[src/design/tlgs_pkg.sv]
// Package for the toroidal Life generation step block.
// Holds the controller state type and the 3x3 neighborhood type shared
// by the row evaluator and the cell lanes. No dependencies.
package tlgs_pkg;

    typedef enum logic {
        ST_LOAD,
        ST_EMIT
    } t_state;

    // Each row slice is {right, center, left} relative to the lane column.
    typedef struct packed {
        logic [2:0] up;
        logic [2:0] mid;
        logic [2:0] dn;
    } t_nbhd;

    localparam logic [3:0] BIRTH_COUNT   = 4'd3;
    localparam logic [3:0] SURVIVE_COUNT = 4'd2;

endpackage

[src/design/tlgs_cell.sv]
// One lane of the row evaluator: applies the B3/S23 rule to one column.
// Depends on tlgs_pkg for the neighborhood type and rule constants.
module tlgs_cell (
    input  tlgs_pkg::t_nbhd i_nbhd,
    output logic            o_alive
);

    logic [3:0] count;

    always_comb begin
        count = 4'($countones({i_nbhd.up, i_nbhd.mid[2], i_nbhd.mid[0], i_nbhd.dn}));
        o_alive = (count == tlgs_pkg::BIRTH_COUNT) ||
                  ((count == tlgs_pkg::SURVIVE_COUNT) && i_nbhd.mid[1]);
    end

endmodule

[src/design/tlgs_row_eval.sv]
// Row evaluator: one tlgs_cell lane per column and the merge of their results.
// Depends on tlgs_pkg and tlgs_cell.
module tlgs_row_eval #(
    parameter int W     = 64,
    parameter int IDX_W = 6
) (
    input  logic [W-1:0]     i_up,
    input  logic [W-1:0]     i_mid,
    input  logic [W-1:0]     i_dn,
    input  logic [IDX_W-1:0] i_last_col,
    input  logic [W-1:0]     i_side_mask,
    output logic [W-1:0]     o_row
);

    logic [W-1:0] alive;

    for (genvar x = 0; x < W; x++) begin : g_lane
        localparam int XL = (x == 0) ? 0 : x - 1;
        localparam int XR = (x == W - 1) ? 0 : x + 1;
        logic [2:0]      sel_up, sel_mid, sel_dn;
        tlgs_pkg::t_nbhd nbhd;
        logic            wrap_l, wrap_r;

        // Column neighbors wrap at the current side, not at the lane count.
        assign wrap_l = (x == 0);
        assign wrap_r = (i_last_col == IDX_W'(x)) || (x == W - 1);

        assign sel_up  = {wrap_r ? i_up[0]  : i_up[XR],  i_up[x],
                          wrap_l ? i_up[i_last_col]  : i_up[XL]};
        assign sel_mid = {wrap_r ? i_mid[0] : i_mid[XR], i_mid[x],
                          wrap_l ? i_mid[i_last_col] : i_mid[XL]};
        assign sel_dn  = {wrap_r ? i_dn[0]  : i_dn[XR],  i_dn[x],
                          wrap_l ? i_dn[i_last_col]  : i_dn[XL]};

        assign nbhd.up  = sel_up;
        assign nbhd.mid = sel_mid;
        assign nbhd.dn  = sel_dn;

        tlgs_cell u_cell (
            .i_nbhd  (nbhd),
            .o_alive (alive[x])
        );
    end

    assign o_row = alive & i_side_mask;

endmodule

[config.mk]
export PLATFORM = sky130hd
export DESIGN_NAME = tlgs_row_eval
export DESIGN_NICKNAME = d
export VERILOG_FILES = /design/src/design/tlgs_pkg.sv /design/src/design/tlgs_cell.sv /design/src/design/tlgs_row_eval.sv
export SDC_FILE = /design/constraint.sdc
export NUM_CORES = 1
export LEC_CHECK = 0
export ABC_AREA = 1
export ABC_CLOCK_PERIOD_IN_PS = 7160
export BUFFER_PORTS_ARGS = -buffer_cell sky130_fd_sc_hd__buf_4
export CORE_MARGIN = 1.5
export CORE_UTILIZATION = 64
export DETAILED_ROUTE_END_ITERATION = 6
export MAX_ROUTING_LAYER = met4
export PLACE_DENSITY = 0.95
export SLEW_MARGIN = 0
export SYNTH_ARGS = -nofsm -noshare
export SYNTH_HDL_FRONTEND = slang
export SYNTH_SLANG_ARGS = --single-unit
[constraint.sdc]
create_clock -name vclk -period 7.16
set_input_delay 1.432 -clock vclk [all_inputs]
set_output_delay 1.432 -clock vclk [all_outputs]
set_load 0.05 [all_outputs]
==> reports/qor.txt <==
================================================================================
DIE HEIGHT ........................................................ 166.9 microns
Highest signal layer in the routed design .........................         met4
Data arrival time of the critical path ............................      5.37 ns
Number of distinct library cells after synthesis ..................           20
Highest achievable clock rate .....................................    146.9 MHz
Reg area ..........................................................      0 sq um
Met1 wire length ..................................................     19.12 mm
Actual transition at the worst max-transition pin .................    0.6468 ns
Combinational Power Share .........................................        1.000
Largest area contributor in the synthesized netlist ............... sky130_fd_sc_hd__fa_1
Internal Dissipation ..............................................    0.9203 mW
Resize count post-CTS .............................................            0
Worst setup timing slack at the placement stage ...................    0.4221 ns
Startpoint Class .................................................. primary input
Cell type group with the largest total delay on the critical path .  adder cells
Final cell utilization of the core ................................       0.7625
Relative slew slack ...............................................       0.5683
Setup TNS after final layout ......................................         0 ns
Largest fanout of any net on the critical path ....................           41
Die Footprint .....................................................  27870 sq um
Share of total power consumed by net switching ....................       0.6128
Post-Route Hold Slack .............................................     3.240 ns
Critical Path, Cell by Cell ....................................... buf_4, inv_4, buf_4, nand2_1, nand2_1, nand2_1, nand3_1, nand2_1, nand2_1, nor2_1, nor2_1, nor2_1, nand2_1, ha_1, fa_1, fa_1, ha_1, fa_1, nor4_2, buf_4
X dimension of the die ............................................ 166.9 microns
List of most frequent post-synthesis cells ........................ 748 x sky130_fd_sc_hd__nand2_1, 519 x sky130_fd_sc_hd__inv_1, 384 x sky130_fd_sc_hd__ha_1, 256 x sky130_fd_sc_hd__fa_1, 162 x sky130_fd_sc_hd__o21ai_0
Launch point of the worst path .................................... i_last_col[0]
Wire length of the first global-routing pass ......................     87.27 mm
Number of antenna-violating nets in the routed design .............            0
Endpoint required time on the critical path .......................      5.73 ns
Leakage power of the design .......................................     11.82 nW
Post-layout worst setup margin ....................................    0.3531 ns
Syn Nets ..........................................................         3313
GRT Total Usage ...................................................       0.4018
Area added between synthesis and finish ...........................       16.17%
Count of max-cap constraint violations ............................            0
Post-Synthesis Mean Instance Area .................................  7.135 sq um
Number of clock buffers in the layout .............................            0
Post-place instance area ..........................................  19980 sq um
Buffers plus inverters on the worst setup path ....................            4
Number of detailed-routing iterations run before antenna repair ...            7
Average detailed-routed wire length per instance .................. 17.46 microns
Number of top-level pins ..........................................          326
Total net switching power .........................................     1.457 mW
Placement row count ...............................................           59
Overall power .....................................................     2.377 mW
RSZ-0062 raised after global routing ..............................        false
Routability cong. .................................................       0.9253
WL final ..........................................................     53.00 mm
Pins over their slew limit ........................................            0
Hold Startpoint ................................................... i_side_mask[38]
Kind of capture point of the worst setup path .....................  output port
Area of the core region ...........................................  26210 sq um
Count of endpoints failing hold in the final timing report ........            0
Initial Util ......................................................       0.6564
Top-count cell post-synth ......................................... sky130_fd_sc_hd__nand2_1
Ratio of total power to cell area ................................. 118.9 nW/um^2
Outcome ........................................................... finished clean
Iteration-0 DRC count of the detailed router ......................         1315
Part of the cycle the worst path needs ............................       0.9507
Hold buffer count at cts ..........................................            0
Slowest stage cell, crit path ..................................... sky130_fd_sc_hd__fa_1
Post-detailed-placement half-perimeter wirelength .................     45.50 mm
Initial antenna violation count ...................................            1
Instance count of the mapped netlist ..............................         2411
Top area cells in the synthesized netlist ......................... sky130_fd_sc_hd__fa_1 30%, sky130_fd_sc_hd__ha_1 28%, sky130_fd_sc_hd__nand2_1 16%
Total overflow reported by the global router ......................            0
Non-filler cells in the finished layout ...........................         3035
Met3 wire length ..................................................     5.201 mm
Number of global-route vias before repair .........................        18480
Worst min path class .............................................. primary input to output port
Endpoints failing setup ...........................................            0
Pin count of the biggest net entering global routing ..............           63
Inst Count DP .....................................................         3034
Reg power frac ....................................................            0
Filler cell count in the final layout .............................         1917
Total via count after detailed routing ............................        17200
Nets ..............................................................         3603
Netlist area before placement .....................................  17200 sq um
Vias per cell .....................................................        5.666
Critical path class ............................................... primary input to output port
Cell seen most often among critical-path stages ................... sky130_fd_sc_hd__nand2_1
Area share of the leading cell type in the synthesized netlist ....       0.2979
Final min period ..................................................     6.807 ns
Sequential-to-total area share from yosys stat ....................            0
Worst vdd ir ......................................................  0.0001007 V
Fraction of final layout cells sized beyond drive strength 1 ......       0.1382
Longest individual stage delay on the worst path ..................      0.51 ns
Post-route DRC violation count ....................................            0
Final standard cell area without fillers ..........................  19980 sq um
Sequential cell count .............................................            0
Yosys Warn Count ..................................................            0
Clock share of power ..............................................            0
IO Port Bufs ......................................................          326
Detail Route met2 WL ..............................................     25.41 mm
Setup Buffers After CTS ...........................................            0
================================================================================
## placed cells by master, fill, tap and decap left out, types with 5 or more instances in the layout
cell type,count
sky130_fd_sc_hd__nand4_1,62
sky130_fd_sc_hd__nor2_1,161
sky130_fd_sc_hd__nand2_1,748
sky130_fd_sc_hd__o21ai_0,162
sky130_fd_sc_hd__nand2_4,5
sky130_fd_sc_hd__inv_1,516
sky130_fd_sc_hd__buf_4,342
sky130_fd_sc_hd__o21ai_1,27
sky130_fd_sc_hd__fa_1,256
sky130_fd_sc_hd__nor2_4,12
sky130_fd_sc_hd__ha_1,384
sky130_fd_sc_hd__nand3_1,9
## worst paths after layout
path                        end  slack [ns]  cells past startpoint
worst min-delay path  o_row[38]        3.24                      4
worst max-delay path   o_row[0]        0.35                     20
## tightest hold or removal path, cell delays in order
cell and delay (ns):
sky130_fd_sc_hd__buf_4 0.10, sky130_fd_sc_hd__nand4_1 0.06, sky130_fd_sc_hd__nor2_1 0.04, sky130_fd_sc_hd__buf_4 0.18
## layer usage
metal  vias up  track usage
met5         -            -
met1      7952       0.4557
met2       990       0.6720
li1       7959            -
met4         0       0.2289
met3       294      0.06915
## power by group through the flow
stage	clock, mW	combinational, mW	sequential (mW)
floorplan	0	1.59	0
global placement	0	2.18	0
detailed placement	0	2.36	0
CTS	0	2.37	0
global route	0.0000000187	2.70	0
finish	0.0000000187	2.38	0
## cell type report
cell class                 count  area (sq um)  share of cell area
inverter                     521          1958             0.09799
antenna                        1         2.502           0.0001252
timing repair buffer         346          2648              0.1325
multi-input combinational   1832         14960              0.7484
tap                          335         419.2             0.02098
## logic make-up after synthesis
kind of cell / count (synthesis) / share of synthesized area
AND/OR/NAND/NOR: 1003 / 0.2368
adder cells (fa/ha/maj): 640 / 0.5772
buffers and inverters: 579 / 0.1309
AO/OA/AOI/OAI: 189 / 0.05499
Power figures use the tool's default switching activity.
